$ cat config.mk
export PLATFORM = sky130hd
export DESIGN_NAME = led_blink_pattern_generator_flat
export DESIGN_NICKNAME = d
export VERILOG_FILES = /design/src/design/lbpg_pkg.sv /design/src/design/lbpg_if.sv /design/src/design/lbpg_core.sv /design/src/design/led_blink_pattern_generator.sv /design/src/flat_wrapper.sv
export VERILOG_INCLUDE_DIRS = /design/src /design/src/design
export SDC_FILE = /design/constraint.sdc
export NUM_CORES = 1
export LEC_CHECK = 0
export ABC_AREA = 1
export BUFFER_PORTS_ARGS = -buffer_cell sky130_fd_sc_hd__buf_2
export CAP_MARGIN = 20
export CORE_MARGIN = 8
export CORE_UTILIZATION = 54
export DETAILED_ROUTE_END_ITERATION = 10
export GPL_ROUTABILITY_DRIVEN = 0
export PLACE_DENSITY = 0.74
export REMOVE_ABC_BUFFERS = 1
export SYNTH_ARGS = -nofsm -noshare
export SYNTH_HDL_FRONTEND = slang
export SYNTH_HIERARCHICAL = 1
export SYNTH_SLANG_ARGS = --single-unit
$ cat constraint.sdc
create_clock -name clk -period 2.53 [get_ports clk]
set_clock_uncertainty 0.1 [all_clocks]
set_input_delay 0.1265 -clock clk [delete_from_list [all_inputs] [get_ports clk]]
set_output_delay 0.1265 -clock clk [all_outputs]
set_load 0.02 [all_outputs]
$ cat src/design/led_blink_pattern_generator_macros.svh
// Assertion macros shared by the LED pattern generator modules.
// Needs a clk and an active-low rst_n in the scope that uses them.
`ifndef LED_BLINK_PATTERN_GENERATOR_MACROS_SVH
`define LED_BLINK_PATTERN_GENERATOR_MACROS_SVH

// Property holds at every clock edge outside reset.
`define LBPG_ASSERT(label, prop, msg) \
  label: assert property (@(posedge clk) disable iff (!rst_n) (prop)) else $error(msg);

// Antecedent implies consequent on the following edge.
`define LBPG_ASSERT_NEXT(label, ante, cons, msg) \
  label: assert property (@(posedge clk) disable iff (!rst_n) (ante) |=> (cons)) \
    else $error(msg);

`endif

$ cat src/design/lbpg_pkg.sv
// Shared types and constants for the LED pattern generator.
// No dependencies; used by the interfaces, the core and the top level.
package lbpg_pkg;

  localparam int unsigned PULSE_W   = 16;
  localparam int unsigned CFG_IDX_W = 3;
  localparam int unsigned CFG_DAT_W = 3;
  localparam int unsigned PAT_W     = 3;
  localparam bit          ACTIVE_LOW_DEF = 1'b0;

  // Phase periods and pattern windows, in ms
  localparam logic [10:0] SLOW_PERIOD      = 11'd2000;
  localparam logic [10:0] SLOW_ON          = 11'd120;
  localparam logic [8:0]  FAST_PERIOD      = 9'd400;
  localparam logic [8:0]  FAST_ON          = 9'd200;
  localparam logic [10:0] DOUBLE_PERIOD    = 11'd1200;
  localparam logic [10:0] DOUBLE_ON1       = 11'd100;
  localparam logic [10:0] DOUBLE_ON2_START = 11'd220;
  localparam logic [10:0] DOUBLE_ON2_END   = 11'd320;

  // Configuration register indexes
  localparam logic [CFG_IDX_W-1:0] REG_LED_ENABLE       = 3'd0;
  localparam logic [CFG_IDX_W-1:0] REG_POWER_PRESENT    = 3'd1;
  localparam logic [CFG_IDX_W-1:0] REG_STATUS_PRESENT   = 3'd2;
  localparam logic [CFG_IDX_W-1:0] REG_ACTIVITY_PRESENT = 3'd3;
  localparam logic [CFG_IDX_W-1:0] REG_STATUS_PATTERN   = 3'd4;

  // Status pattern codes
  localparam logic [PAT_W-1:0] PAT_OFF    = 3'd0;
  localparam logic [PAT_W-1:0] PAT_SOLID  = 3'd1;
  localparam logic [PAT_W-1:0] PAT_SLOW   = 3'd2;
  localparam logic [PAT_W-1:0] PAT_FAST   = 3'd3;
  localparam logic [PAT_W-1:0] PAT_DOUBLE = 3'd4;

  // Request actions
  localparam logic ACT_TICK  = 1'b0;
  localparam logic ACT_PULSE = 1'b1;

  typedef struct packed {
    logic             led_enable;
    logic             power_present;
    logic             status_present;
    logic             activity_present;
    logic [PAT_W-1:0] status_pattern;
  } lbpg_cfg_t;

  typedef struct packed {
    logic power;
    logic status;
    logic activity;
  } lbpg_leds_t;

endpackage

$ cat src/design/lbpg_if.sv
// Valid/ready channel interfaces for requests, results and register writes.
// Depends on lbpg_pkg for payload widths.
interface lbpg_in_if;
  import lbpg_pkg::*;
  logic               valid;
  logic               ready;
  logic               action;
  logic [PULSE_W-1:0] pulse_ms;
  modport source (output valid, output action, output pulse_ms, input ready);
  modport sink   (input valid, input action, input pulse_ms, output ready);
endinterface

interface lbpg_out_if;
  logic valid;
  logic ready;
  logic power_level;
  logic status_level;
  logic activity_level;
  modport source (output valid, output power_level, output status_level,
                  output activity_level, input ready);
  modport sink   (input valid, input power_level, input status_level,
                  input activity_level, output ready);
endinterface

interface lbpg_cfg_if;
  import lbpg_pkg::*;
  logic                 valid;
  logic                 ready;
  logic [CFG_IDX_W-1:0] index;
  logic [CFG_DAT_W-1:0] data;
  modport source (output valid, output index, output data, input ready);
  modport sink   (input valid, input index, input data, output ready);
endinterface

$ cat src/design/lbpg_core.sv
// Phase counters, activity one-shot and status LED state.
// Depends on lbpg_pkg and the assertion macro header.
`include "led_blink_pattern_generator_macros.svh"

module lbpg_core (
  input  logic                        clk,
  input  logic                        rst_n,
  input  logic                        step,
  input  logic                        action,
  input  logic [lbpg_pkg::PULSE_W-1:0] pulse_ms,
  input  lbpg_pkg::lbpg_cfg_t         cfg,
  input  logic                        disable_clr,
  output lbpg_pkg::lbpg_leds_t        leds
);
  import lbpg_pkg::*;

  logic [10:0]        slow_phase_r, slow_phase_nxt;
  logic [8:0]         fast_phase_r, fast_phase_nxt;
  logic [10:0]        double_phase_r, double_phase_nxt;
  logic               pulse_active_r, pulse_active_nxt;
  logic [PULSE_W-1:0] pulse_remaining_r, pulse_remaining_nxt;
  logic               status_lit_r, status_lit_nxt;
  logic               pattern_on;

  // Pattern level from the advanced phases
  always_comb begin
    case (cfg.status_pattern)
      PAT_SOLID:  pattern_on = 1'b1;
      PAT_SLOW:   pattern_on = slow_phase_nxt < SLOW_ON;
      PAT_FAST:   pattern_on = fast_phase_nxt < FAST_ON;
      PAT_DOUBLE: pattern_on = (double_phase_nxt < DOUBLE_ON1) ||
                               ((double_phase_nxt >= DOUBLE_ON2_START) &&
                                (double_phase_nxt < DOUBLE_ON2_END));
      default:    pattern_on = 1'b0;
    endcase
  end

  always_comb begin
    slow_phase_nxt      = slow_phase_r;
    fast_phase_nxt      = fast_phase_r;
    double_phase_nxt    = double_phase_r;
    pulse_active_nxt    = pulse_active_r;
    pulse_remaining_nxt = pulse_remaining_r;
    status_lit_nxt      = status_lit_r;
    if (action == ACT_TICK) begin
      slow_phase_nxt   = (slow_phase_r == SLOW_PERIOD - 11'd1) ? '0 : slow_phase_r + 11'd1;
      fast_phase_nxt   = (fast_phase_r == FAST_PERIOD - 9'd1) ? '0 : fast_phase_r + 9'd1;
      double_phase_nxt = (double_phase_r == DOUBLE_PERIOD - 11'd1) ? '0
                                                                   : double_phase_r + 11'd1;
      if (pulse_active_r && (pulse_remaining_r != '0)) begin
        pulse_remaining_nxt = pulse_remaining_r - PULSE_W'(1);
      end
      if (cfg.led_enable) begin
        // end the pulse once the countdown has run out
        if (pulse_active_r && (pulse_remaining_nxt == '0)) begin
          pulse_active_nxt = 1'b0;
        end
        if (cfg.status_present) begin
          status_lit_nxt = pattern_on;
        end
      end
    end else if (cfg.led_enable && cfg.activity_present) begin
      pulse_active_nxt    = 1'b1;
      pulse_remaining_nxt = pulse_ms;
    end
  end

  always_ff @(posedge clk) begin
    if (!rst_n) begin
      slow_phase_r      <= '0;
      fast_phase_r      <= '0;
      double_phase_r    <= '0;
      pulse_active_r    <= 1'b0;
      pulse_remaining_r <= '0;
      status_lit_r      <= 1'b0;
    end else if (disable_clr) begin
      pulse_active_r <= 1'b0;
      status_lit_r   <= 1'b0;
    end else if (step) begin
      slow_phase_r      <= slow_phase_nxt;
      fast_phase_r      <= fast_phase_nxt;
      double_phase_r    <= double_phase_nxt;
      pulse_active_r    <= pulse_active_nxt;
      pulse_remaining_r <= pulse_remaining_nxt;
      status_lit_r      <= status_lit_nxt;
    end
  end

  // Levels after this request, before pin polarity
  always_comb begin
    leds.power    = cfg.power_present & cfg.led_enable;
    leds.status   = cfg.status_present & status_lit_nxt;
    leds.activity = cfg.activity_present & pulse_active_nxt;
  end

  `LBPG_ASSERT(a_phase_range, (slow_phase_r < SLOW_PERIOD) && (fast_phase_r < FAST_PERIOD) && (double_phase_r < DOUBLE_PERIOD), "phase counter out of range")
  `LBPG_ASSERT(a_pulse_fall, $fell(pulse_active_r) |-> (!$past(rst_n) || $past(disable_clr) || ($past(step) && ($past(action) == ACT_TICK))), "pulse ended without a tick or disable")
  `LBPG_ASSERT_NEXT(a_pulse_start, step && !disable_clr && (action == ACT_PULSE) && cfg.led_enable && cfg.activity_present, pulse_active_r && (pulse_remaining_r == $past(pulse_ms)), "pulse request not loaded")

endmodule

$ cat src/design/led_blink_pattern_generator.sv
// Top level of the indicator LED pattern generator: register file,
// request/result handshake and pin polarity. Depends on lbpg_pkg, lbpg_if
// and lbpg_core.
//
// Each request (a 1 ms tick or an activity pulse start) yields one result
// with the three pin levels. A request is taken every clock cycle while the
// result register is empty or being drained; its result appears in the
// output register in the cycle after it is taken, and a new request is
// accepted while that result waits as long as the result is taken in the
// same cycle. A single result register follows the phase and one-shot update
// logic. Register writes are expected only while no result is outstanding.
`include "led_blink_pattern_generator_macros.svh"

module led_blink_pattern_generator #(
  parameter bit ACTIVE_LOW = lbpg_pkg::ACTIVE_LOW_DEF
) (
  input  logic       clk,
  input  logic       rst_n,
  lbpg_in_if.sink    in_chan,
  lbpg_out_if.source out_chan,
  lbpg_cfg_if.sink   cfg_chan
);
  import lbpg_pkg::*;

  lbpg_cfg_t  cfg_r;
  lbpg_leds_t leds;
  logic       in_acc;
  logic       cfg_wr;
  logic       disable_clr;
  logic       out_valid_r;
  logic       power_level_r, status_level_r, activity_level_r;

  assign cfg_chan.ready = 1'b1;
  assign cfg_wr         = cfg_chan.valid;
  assign disable_clr    = cfg_wr && (cfg_chan.index == REG_LED_ENABLE) && !cfg_chan.data[0];

  always_ff @(posedge clk) begin
    if (!rst_n) begin
      cfg_r.led_enable       <= 1'b0;
      cfg_r.power_present    <= 1'b1;
      cfg_r.status_present   <= 1'b1;
      cfg_r.activity_present <= 1'b1;
      cfg_r.status_pattern   <= PAT_OFF;
    end else if (cfg_wr) begin
      case (cfg_chan.index)
        REG_LED_ENABLE:       cfg_r.led_enable       <= cfg_chan.data[0];
        REG_POWER_PRESENT:    cfg_r.power_present    <= cfg_chan.data[0];
        REG_STATUS_PRESENT:   cfg_r.status_present   <= cfg_chan.data[0];
        REG_ACTIVITY_PRESENT: cfg_r.activity_present <= cfg_chan.data[0];
        REG_STATUS_PATTERN:   cfg_r.status_pattern   <= cfg_chan.data[PAT_W-1:0];
        default: ;
      endcase
    end
  end

  // Take a request whenever the result register is empty or being drained
  assign in_chan.ready = !out_valid_r || out_chan.ready;
  assign in_acc        = in_chan.valid && in_chan.ready;

  lbpg_core u_core (
    .clk         (clk),
    .rst_n       (rst_n),
    .step        (in_acc),
    .action      (in_chan.action),
    .pulse_ms    (in_chan.pulse_ms),
    .cfg         (cfg_r),
    .disable_clr (disable_clr),
    .leds        (leds)
  );

  always_ff @(posedge clk) begin
    if (!rst_n) begin
      out_valid_r <= 1'b0;
    end else if (in_acc) begin
      out_valid_r <= 1'b1;
    end else if (out_chan.ready) begin
      out_valid_r <= 1'b0;
    end
  end

  always_ff @(posedge clk) begin
    if (in_acc) begin
      power_level_r    <= leds.power ^ ACTIVE_LOW;
      status_level_r   <= leds.status ^ ACTIVE_LOW;
      activity_level_r <= leds.activity ^ ACTIVE_LOW;
    end
  end

  assign out_chan.valid          = out_valid_r;
  assign out_chan.power_level    = power_level_r;
  assign out_chan.status_level   = status_level_r;
  assign out_chan.activity_level = activity_level_r;

  `LBPG_ASSERT_NEXT(a_accept_result, in_acc, out_valid_r, "accepted request produced no result")
  `LBPG_ASSERT_NEXT(a_power_level, in_acc, out_chan.power_level == (($past(cfg_r.power_present) & $past(cfg_r.led_enable)) ^ ACTIVE_LOW), "power level does not follow enable")
  `LBPG_ASSERT_NEXT(a_disable_write, disable_clr, !cfg_r.led_enable, "disable write not applied")

endmodule
$ cat src/flat_wrapper.sv
// flat-port wrapper written by rule: the top's interface ports become plain ports
module led_blink_pattern_generator_flat import lbpg_pkg::*;
#(
  parameter bit ACTIVE_LOW = lbpg_pkg::ACTIVE_LOW_DEF
)
  (clk, rst_n, in_chan_valid, in_chan_action, in_chan_pulse_ms, in_chan_ready, out_chan_valid, out_chan_power_level, out_chan_status_level, out_chan_activity_level, out_chan_ready, cfg_chan_valid, cfg_chan_index, cfg_chan_data, cfg_chan_ready);
  lbpg_in_if in_chan_i ();
  lbpg_out_if out_chan_i ();
  lbpg_cfg_if cfg_chan_i ();
  input  logic clk;
  input  logic rst_n;
  input wire logic [$bits(in_chan_i.valid)-1:0] in_chan_valid;
  input wire logic [$bits(in_chan_i.action)-1:0] in_chan_action;
  input wire logic [$bits(in_chan_i.pulse_ms)-1:0] in_chan_pulse_ms;
  output wire logic [$bits(in_chan_i.ready)-1:0] in_chan_ready;
  output wire logic [$bits(out_chan_i.valid)-1:0] out_chan_valid;
  output wire logic [$bits(out_chan_i.power_level)-1:0] out_chan_power_level;
  output wire logic [$bits(out_chan_i.status_level)-1:0] out_chan_status_level;
  output wire logic [$bits(out_chan_i.activity_level)-1:0] out_chan_activity_level;
  input wire logic [$bits(out_chan_i.ready)-1:0] out_chan_ready;
  input wire logic [$bits(cfg_chan_i.valid)-1:0] cfg_chan_valid;
  input wire logic [$bits(cfg_chan_i.index)-1:0] cfg_chan_index;
  input wire logic [$bits(cfg_chan_i.data)-1:0] cfg_chan_data;
  output wire logic [$bits(cfg_chan_i.ready)-1:0] cfg_chan_ready;
  assign in_chan_i.valid = in_chan_valid;
  assign in_chan_i.action = in_chan_action;
  assign in_chan_i.pulse_ms = in_chan_pulse_ms;
  assign in_chan_ready = in_chan_i.ready;
  assign out_chan_valid = out_chan_i.valid;
  assign out_chan_power_level = out_chan_i.power_level;
  assign out_chan_status_level = out_chan_i.status_level;
  assign out_chan_activity_level = out_chan_i.activity_level;
  assign out_chan_i.ready = out_chan_ready;
  assign cfg_chan_i.valid = cfg_chan_valid;
  assign cfg_chan_i.index = cfg_chan_index;
  assign cfg_chan_i.data = cfg_chan_data;
  assign cfg_chan_ready = cfg_chan_i.ready;
  led_blink_pattern_generator #(.ACTIVE_LOW(ACTIVE_LOW)) u_core (.clk(clk), .rst_n(rst_n), .in_chan(in_chan_i), .out_chan(out_chan_i), .cfg_chan(cfg_chan_i));
endmodule
==> flow_metrics.env, run 1 <==
export IMPL_outcome="finished clean"
export IMPL_synth_top_cell_area_share=0.283
export IMPL_grt_pass1_wl_mm=17.7
export IMPL_cp_arrival_ps=2340
export IMPL_fmax_mhz=427
export IMPL_fin_crit_sh=0.927
export IMPL_path_max_fanout=6
export IMPL_worst_pin_slew_ps=698
export IMPL_leakage_nw=2.09
export IMPL_synth_seq_cells=60
export IMPL_nets=717
export IMPL_drtIter0Drc=245
export IMPL_grt_usage=0.209
export IMPL_synthCells=648
export IMPL_grt_ovfl_total=0
export IMPL_setup_violations=0
export IMPL_maxCapViolations=0
export IMPL_crit_top_cell="nor2_1"
export IMPL_holdCritStartpoint="cfg_chan_data[1]"
export IMPL_numCtsBuffers=9
export IMPL_min_period_ps=2340
export IMPL_clockBufferDepth=2
export IMPL_ys_async_sr_fraction=0
export IMPL_final_core_util=0.629
export IMPL_start_util=0.555
export IMPL_cts_tree="done"
export IMPL_die_w_um=102
export IMPL_clock_sinks=60
export IMPL_via_per_inst=5.45
export IMPL_start_kind="flip-flop"
export IMPL_crit_chain="inv_1, ha_1, nand2_1, nor2_1, nand3_1, o21ai_0, nand2_1, nor2_1, nand3_1, o21ai_2, nor2_1"
export IMPL_yosysSeqAreaShare=0.306
export IMPL_die_area_um2=10500
export IMPL_dp_hpwl_mm=7.36
export IMPL_report_final_slew_viol_count=0
export IMPL_cpPeakStageDelay_ps=320
export IMPL_die_y_um=102
export IMPL_numPortBuffers=32
export IMPL_hold_depth=5
export IMPL_hp_class="in -> reg"
export IMPL_synthDistinctLibCells=44
export IMPL_via_count=4295
export IMPL_syn_area_um2=4030
export IMPL_io_pins=34
export IMPL_antenna_cells=0
export IMPL_ant_nets=0
export IMPL_wl_per_cell_um=13.1
export IMPL_r2r_start="u_core/u_core/pulse_remaining_r[0]$_SDFFE_PN0P_"
export IMPL_place_area_um2=4240
export IMPL_fill_cells=683
export IMPL_power_density_nw_per_um2=564
export IMPL_clkTransAtPathRegs_ps=70
export IMPL_antenna_found_initial=0
export IMPL_yosysWarnings=6
export IMPL_core_area_um2=7250
export IMPL_rows=31
export IMPL_synthFlopType="dfxtp_1"
export IMPL_holdPathEnd="u_core/cfg_r[1]$_SDFFE_PN0P_"
export IMPL_synth_edf_count=3
export IMPL_postCtsSetupBuffers=0
export IMPL_power_total_mw=2.57
export IMPL_drt_pass1_iter_count=5
export IMPL_grt_max_degree=40
export IMPL_rr_endpoint="u_core/out_chan.activity_level$_DFFE_PP_"
export IMPL_worstSetupPathType="reg -> reg"
export IMPL_synth_area_leader_cell="dfxtp_1"
export IMPL_rsz0062_at_grt="no"
export IMPL_irDropWorstVdd_mv=0.345
export IMPL_drc=0
export IMPL_synthTopCellsByArea="dfxtp_1, nand2_1, nor2_1, nand3_1, inv_1"
export IMPL_hold_buffers=10
export IMPL_r2r_cells=11
export IMPL_crit_family="simple AND/OR/NAND/NOR gates"
export IMPL_critPathSlowestCell="dfxtp_1"
export IMPL_first_global_vias=4129
export IMPL_cts_htree_levels=3
export IMPL_syn2layout_area_growth_pct=13.3
export IMPL_hold_slack_ps=13.6
export IMPL_cts_resized=0
export IMPL_synth_avg_cell_area_um2=6.22
export IMPL_endpoint_kind="flip-flop"
export IMPL_clkLatencyLatePin_ps=340
export IMPL_crit_buf_inv=1
export IMPL_post_route_cell_area_um2=4560
export IMPL_required_ps=2520
export IMPL_drive_gt1_frac=0.120
export IMPL_slew_headroom=0.532
export IMPL_routed_wl_mm=10.3
export IMPL_hold_violations=0
export IMPL_r2r_setup_slack_ps=190
export IMPL_cts_root_buf="clkbuf_8"
-- layout by cell type, fill, tap and decap left out, types with 3 or more instances in the layout --
cell	instances
a211oi_1	3
a21oi_1	49
a31oi_1	3
buf_2	32
buf_4	6
clkbuf_8	10
dfxtp_1	57
dlygate4sd3_1	10
edfxtp_1	3
ha_1	5
inv_1	66
inv_2	3
nand2_1	174
nand2_2	3
nand3_1	55
nand3b_1	5
nand4_1	14
nor2_1	82
nor2_2	8
nor2_4	5
nor3_1	3
o211ai_1	3
o21ai_0	45
o21bai_1	4
o22ai_1	5
xnor2_1	4
xor2_1	7
-- flip-flops by register name, indices dropped and copies added (netlist names) --
| name | flops |
|---|---|
| u_core/out_chan.valid | 1 |
| u_core/out_chan.status_level | 1 |
| u_core/u_core/fast_phase_r | 9 |
| u_core/out_chan.activity_level | 1 |
| u_core/cfg_r | 7 |
| u_core/u_core/slow_phase_r | 11 |
| u_core/u_core/status_lit_r | 1 |
| u_core/u_core/double_phase_r | 11 |
| u_core/u_core/pulse_active_r | 1 |
| u_core/out_chan.power_level | 1 |
| u_core/u_core/pulse_remaining_r | 16 |
-- kinds of logic after synthesis --
| kind of cell | Yosys count | share of synthesized area |
|---|---|---|
| adders and majority gates | 5 | 0.0155 |
| muxes | 1 | 0.00249 |
| other | 1 | 0.000931 |
| buffers and inverters | 95 | 0.0979 |
| and+or+nand+nor | 356 | 0.390 |
| xor gates and xnor gates | 11 | 0.0239 |
| AOI/OAI and AO/OA | 119 | 0.164 |
| DFF | 60 | 0.306 |
-- final cells by class --
cell class                      count  area [um^2]  share of cell area
Multi-Input combinational cell    493         2400               0.527
Sequential cell                    60         1230               0.270
Timing Repair Buffer               48          305              0.0669
Inverter                           72          275              0.0603
Clock buffer                       10          138              0.0302
Tap cell                           99          124              0.0272
Clock inverter                      6         86.3              0.0189
-- through the flow --
step	TNS (ps)	setup slack (ps)	std cells
global placement	0	314	762
detailed placement	0	274	762
CTS	0	252	788
global route	0	29.2	788
finish	0	186	788
floorplan	-4520	-374	625
-- routing by layer --
layer / global-route usage / part of all wire
met4: 0.0937 / 0.021
met2: 0.389 / 0.51
met1: 0.220 / 0.40
met5: 0 / 0
met3: 0.0416 / 0.062
-- worst max path at each step --
stage,from,to,slack [ps],cells past startpoint
floorplan,u_core/out_chan.valid$_SDFFE_PN0P_,u_core/u_core/pulse_remaining_r[10]$_SDFFE_PN0P_,-370,9
global placement,u_core/u_core/pulse_remaining_r[0]$_SDFFE_PN0P_,u_core/out_chan.activity_level$_DFFE_PP_,310,11
detailed placement,u_core/u_core/pulse_remaining_r[0]$_SDFFE_PN0P_,u_core/out_chan.activity_level$_DFFE_PP_,270,11
CTS,u_core/u_core/pulse_remaining_r[0]$_SDFFE_PN0P_,u_core/out_chan.activity_level$_DFFE_PP_,250,11
global route,u_core/u_core/pulse_remaining_r[0]$_SDFFE_PN0P_,u_core/out_chan.activity_level$_DFFE_PP_,30,15
finish,u_core/u_core/pulse_remaining_r[0]$_SDFFE_PN0P_,u_core/out_chan.activity_level$_DFFE_PP_,190,11
-- worst min-delay path: cells and delay by family --
kind / cells / cell delay [ps]
buf+inv: 2 / 100
simple gates: 3 / 180
-- cells in the mapped netlist, types with 2 or more instances --
cell      instances
nand2_2           3
clkinv_1          2
a21oi_1          49
inv_1            66
nor2_2            8
nand3_1          55
dfxtp_1          57
inv_2             3
a211oi_1          3
o21ai_0          45
o211ai_1          3
o21bai_1          4
clkbuf_2          2
nor2_4            5
edfxtp_1          3
ha_1              5
nor3_1            3
o22ai_1           5
nand2_1         174
nand2_4           2
nor3_2            2
a31oi_1           3
or2_2             2
nor2_1           82
xnor2_1           4
nand4_1          14
nand3b_1          5
buf_2             6
a21boi_1          2
clkbuf_1         11
xor2_1            7
-- report_power, final --
group | leakage [nW] | internal (mW) | switching [mW]
sequential | 0.498 | 1.01 | 0.0719
clock | 0.109 | 0.580 | 0.393
combinational | 1.48 | 0.192 | 0.327
Note: power is estimated with default switching activity, not from simulation.
==> run 2, diff against run 1 <==
Settings changed: CELL_PAD_IN_SITES_DETAIL_PLACEMENT set to 0, CELL_PAD_IN_SITES_GLOBAL_PLACEMENT set to 1, CORE_UTILIZATION 54 to 42, PLACE_DENSITY 0.74 to 0.81.
==> run 2 against run 1 <==
Sequential cell count unchanged. Hold slack improved by 32 ps. Combinational power increased by 0.8%. Setup slack improved by 59 ps. Non-clock buffer count increased by 6. Maximum frequency increased by 2.6%. Largest cell class unchanged. Largest power group unchanged. Highest routed layer unchanged.
==> flow_metrics.env, run 2 (synthesis results as in run 1) <==
export IMPL_largest_reg_flops=16
export IMPL_first_global_vias=3918
export IMPL_fmax_mhz=438
export IMPL_antenna_found_initial=0
export IMPL_numPortBuffers=32
export IMPL_clkTransAtPathRegs_ps=70
export IMPL_wl_per_cell_um=12.7
export IMPL_cp_arrival_ps=2300
export IMPL_outcome="finished clean"
export IMPL_min_period_ps=2290
export IMPL_io_pins=34
export IMPL_crit_family="simple AND/OR/NAND/NOR gates"
export IMPL_cts_root_buf="clkbuf_8"
export IMPL_die_w_um=114
export IMPL_drc=0
export IMPL_holdCritStartpoint="cfg_chan_index[1]"
export IMPL_r2r_start="u_core/u_core/pulse_remaining_r[0]$_SDFFE_PN0P_"
export IMPL_place_area_um2=4280
export IMPL_endpoint_kind="flip-flop"
export IMPL_rows=35
export IMPL_syn2layout_area_growth_pct=14.0
export IMPL_numCtsBuffers=9
export IMPL_irDropWorstVdd_mv=0.300
export IMPL_ant_nets=0
export IMPL_crit_top_cell="nor2_1"
export IMPL_critPathSlowestCell="dfxtp_1"
export IMPL_cts_htree_levels=3
export IMPL_core_area_um2=9280
export IMPL_leakage_nw=2.09
export IMPL_crit_chain="inv_1, ha_1, nand2_1, nor2_1, nand3_1, o21ai_0, nand2_1, nor2_1, nand3_1, o21ai_2, nor2_1"
export IMPL_hold_violations=0
export IMPL_tns_ps=0
export IMPL_grt_usage=0.172
export IMPL_finish_cell_count_without_fillers=824
export IMPL_power_density_nw_per_um2=511
export IMPL_setup_violations=0
export IMPL_final_common_cell="nand2_1"
export IMPL_cpPeakStageDelay_ps=320
export IMPL_maxCapViolations=0
export IMPL_start_util=0.434
export IMPL_regMostFlops="u_core/u_core/pulse_remaining_r"
export IMPL_antenna_cells=0
export IMPL_post_route_cell_area_um2=4590
export IMPL_via_count=4142
export IMPL_critPathLaunch="u_core/u_core/pulse_remaining_r[0]$_SDFFE_PN0P_"
export IMPL_start_kind="flip-flop"
export IMPL_largestRegisters="u_core/u_core/pulse_remaining_r x16, u_core/u_core/double_phase_r x11, u_core/u_core/slow_phase_r x11"
export IMPL_fin_crit_sh=0.903
export IMPL_nets=723
export IMPL_cts_tree="done"
export IMPL_required_ps=2540
export IMPL_via_per_inst=5.03
export IMPL_clkLatencyLatePin_ps=350
export IMPL_die_area_um2=13000
export IMPL_clock_sinks=60
export IMPL_report_final_slew_viol_count=0
export IMPL_power_total_mw=2.34
export IMPL_dp_hpwl_mm=7.49
export IMPL_grt_pass1_wl_mm=18.1
export IMPL_rsz0062_at_grt="no"
export IMPL_crit_buf_inv=1
export IMPL_drive_gt1_frac=0.118
export IMPL_die_y_um=114
export IMPL_drt_pass1_iter_count=5
export IMPL_dp_cells=793
export IMPL_grt_ovfl_total=0
export IMPL_grt_max_degree=40
export IMPL_worstSetupPathType="reg -> reg"
export IMPL_final_cell_mix="nand2_1, nor2_1, inv_1"
export IMPL_drtIter0Drc=257
export IMPL_clockBufferDepth=2
export IMPL_routed_wl_mm=10.5
export IMPL_path_max_fanout=6
export IMPL_hp_class="in -> reg"
run 2: changes by cell type in the layout (fill, tap and decap cells not counted), sizes merged:
| cell | change |
|---|---|
| dlygate4sd3 | +5 |
| clkinv | +4 |
| bufinv | -2 |
| buf | +1 |
| clkinvlp | -1 |
| inv | -1 |
run 2: worst register-to-register path, cell delays in order, from the launching register on:
cell and delay [ps]:
dfxtp_1 320, inv_1 150, ha_1 220, nand2_1 130, nor2_1 170, nand3_1 180, o21ai_0 210, nand2_1 90
nor2_1 90, nand3_1 150, o21ai_2 190, nor2_1 50
run 2: cell type report:
class | instances | area (um^2)
clock buffer | 10 | 128
clock inverter | 6 | 31.3
fill | 991 | 4690
inverter | 72 | 275
multi-input combinational | 493 | 2400
sequential | 60 | 1230
tap | 129 | 161
timing repair buffer | 54 | 363
run 2: worst paths after layout:
check / slack (ps) / endpoint / cells after the start
setup / recovery: 240 / u_core/out_chan.activity_level$_DFFE_PP_ / 11
hold / removal: 50 / u_core/cfg_r[5]$_SDFFE_PN1P_ / 5
setup reg to reg: 240 / u_core/out_chan.activity_level$_DFFE_PP_ / 11
hold reg to reg: 360 / u_core/cfg_r[5]$_SDFFE_PN1P_ / 2
run 2: repair_timing:
| action | CTS | global route |
|---|---|---|
| hold buffers | 15 | 0 |
| gates resized for setup | 0 | 0 |
| buffers inserted | 0 | 0 |
| endpoints found under the hold margin | 15 | 0 |
run 2: metrics by stage:
| step | hold slack, ps | util | setup slack, ps |
|---|---|---|---|
| after floorplan | 111 | - | -374 |
| after global placement | 282 | 0.461 | 274 |
| after detailed placement | 292 | 0.461 | 240 |
| after CTS | 27.6 | 0.495 | 230 |
| after global routing | 51.5 | 0.495 | 50.0 |
| final | 45.5 | 0.495 | 244 |
run 2: routing by layer:
layer / part of all wire / routed length [um] / track usage
met1: 0.46 / 4820 / 0.197
met2: 0.47 / 4900 / 0.293
met3: 0.052 / 546 / 0.0470
met4: 0.018 / 189 / 0.0728
met5: 0 / 0 / 0
run 2: power breakdown:
group	total (mW)	internal [mW]	switching (mW)
combinational	0.523	0.198	0.325
clock	0.741	0.344	0.396
sequential	1.08	1.01	0.0692
==> run 3, diff against run 2 <==
Settings changed: CTS_BUF_LIST set to sky130_fd_sc_hd__clkbuf_8 sky130_fd_sc_hd__clkbuf_16, RECOVER_POWER set to 100.
==> run 3 against run 2 <==
Via count shrank 0.12%. Die area is the same. Critical path depth is the same. Register-to-register slack is essentially flat. Maximum frequency is essentially flat. Combinational power shrank 0.8%. Total power shrank 0.36%. Wire length grew 0.43%. Non-clock buffer count is the same. Setup slack is essentially flat. Sequential cell count is the same.
==> flow_metrics.env, run 3 (synthesis results as in run 1) <==
export IMPL_cp_arrival_ps=2300
export IMPL_grt_ovfl_total=0
export IMPL_grt_pass1_wl_mm=18.1
export IMPL_rows=35
export IMPL_fin_crit_sh=0.903
export IMPL_regMostFlops="u_core/u_core/pulse_remaining_r"
export IMPL_largest_reg_flops=16
export IMPL_postCtsSetupBuffers=0
export IMPL_clkLatencyLatePin_ps=350
export IMPL_irDropWorstVdd_mv=0.301
export IMPL_core_area_um2=9280
export IMPL_start_util=0.434
export IMPL_outcome="finished clean"
export IMPL_worstSetupPathType="reg -> reg"
export IMPL_hold_depth=5
export IMPL_via_per_inst=5.02
export IMPL_fmax_mhz=438
export IMPL_report_final_slew_viol_count=0
export IMPL_drtIter0Drc=252
export IMPL_wl_per_cell_um=12.7
export IMPL_die_area_um2=13000
export IMPL_rsz0062_at_grt="no"
export IMPL_routed_wl_mm=10.5
export IMPL_first_global_vias=3918
export IMPL_min_period_ps=2290
export IMPL_drt_pass1_iter_count=5
export IMPL_die_y_um=114
export IMPL_die_w_um=114
export IMPL_nets=723
export IMPL_numCtsBuffers=9
export IMPL_power_density_nw_per_um2=511
export IMPL_cts_tree="done"
export IMPL_leakage_nw=2.07
export IMPL_required_ps=2540
export IMPL_clkTransAtPathRegs_ps=70
export IMPL_syn2layout_area_growth_pct=13.5
export IMPL_endpoint_kind="flip-flop"
export IMPL_hold_slack_ps=44.0
export IMPL_antenna_cells=0
export IMPL_grt_max_degree=40
export IMPL_grt_usage=0.172
export IMPL_start_kind="flip-flop"
export IMPL_drc=0
export IMPL_final_cell_mix="nand2_1, nor2_1, inv_1"
export IMPL_cts_root_buf="clkbuf_8"
export IMPL_maxCapViolations=0
export IMPL_slew_headroom=0.517
export IMPL_ant_nets=0
export IMPL_clockBufferDepth=2
export IMPL_place_area_um2=4280
export IMPL_clock_sinks=60
export IMPL_dp_hpwl_mm=7.49
export IMPL_hold_violations=0
export IMPL_worst_pin_slew_ps=724
export IMPL_setup_violations=0
export IMPL_io_pins=34
export IMPL_final_common_cell="nand2_1"
export IMPL_cts_htree_levels=3
export IMPL_r2r_cells=11
export IMPL_drive_gt1_frac=0.102
export IMPL_antenna_found_initial=0
export IMPL_post_route_cell_area_um2=4570
export IMPL_path_max_fanout=6
export IMPL_hp_class="in -> reg"
export IMPL_largestRegisters="u_core/u_core/pulse_remaining_r x16, u_core/u_core/double_phase_r x11, u_core/u_core/slow_phase_r x11"
export IMPL_via_count=4137
export IMPL_numPortBuffers=32
run 3: cell count changes in the layout (fill, tap and decap cells not counted), moves of 2 or more:
cell,change
a21boi_1,-2
buf_2,-6
clkbuf_1,+7
inv_1,+3
inv_2,-2
a21boi_0,+2
buf_4,-3
run 3: what timing repair did:
action                    CTS  global route
hold buffers               15             0
resized for setup           0             0
hold endpoints to repair   15             0
run 3: metal layers:
metal	global-route usage	share of wire
met2	0.293	0.47
met1	0.197	0.46
met4	0.0728	0.018
met3	0.0470	0.050
met5	0	0
run 3: stage by stage:
step	TNS, ps	utilization	total power [mW]	instances	setup slack (ps)
3_5_place_dp	0	0.461	1.61	793	240
3_3_place_gp	0	0.461	1.61	793	274
2_1_floorplan	-4520	-	1.45	625	-374
6_report	0	0.492	2.34	824	245
4_1_cts	0	0.495	2.38	824	230
5_1_grt	0	0.492	2.49	824	50.0
run 3: critical path: stages (launching register included):
cell and delay [ps]:
dfxtp_1 320, inv_1 150, ha_1 220, nand2_1 130
nor2_1 170, nand3_1 180, o21ai_0 210, nand2_1 90
nor2_1 90, nand3_1 140, o21ai_2 190, nor2_1 50
run 3: cell type report:
type / instances / area, um^2
fillers: 1001 / 4710
repair buffers: 54 / 345
inverters: 72 / 275
flip-flops and latches: 60 / 1230
multi-input cells: 493 / 2400
clock inverters: 7 / 35.0
well taps: 129 / 161
clock buffers: 9 / 124
run 3: power breakdown:
group / internal (mW) / total, mW / switching, mW
sequential: 1.01 / 1.08 / 0.0696
combinational: 0.193 / 0.519 / 0.326
clock: 0.340 / 0.736 / 0.396
run 3: final timing paths:
kind | end | slack, ps | start
setup / recovery | u_core/out_chan.activity_level$_DFFE_PP_ | 240 | u_core/u_core/pulse_remaining_r[0]$_SDFFE_PN0P_
hold / removal | u_core/cfg_r[5]$_SDFFE_PN1P_ | 40 | cfg_chan_index[1]
setup reg to reg | u_core/out_chan.activity_level$_DFFE_PP_ | 240 | u_core/u_core/pulse_remaining_r[0]$_SDFFE_PN0P_
hold reg to reg | u_core/cfg_r[5]$_SDFFE_PN1P_ | 360 | u_core/cfg_r[5]$_SDFFE_PN1P_
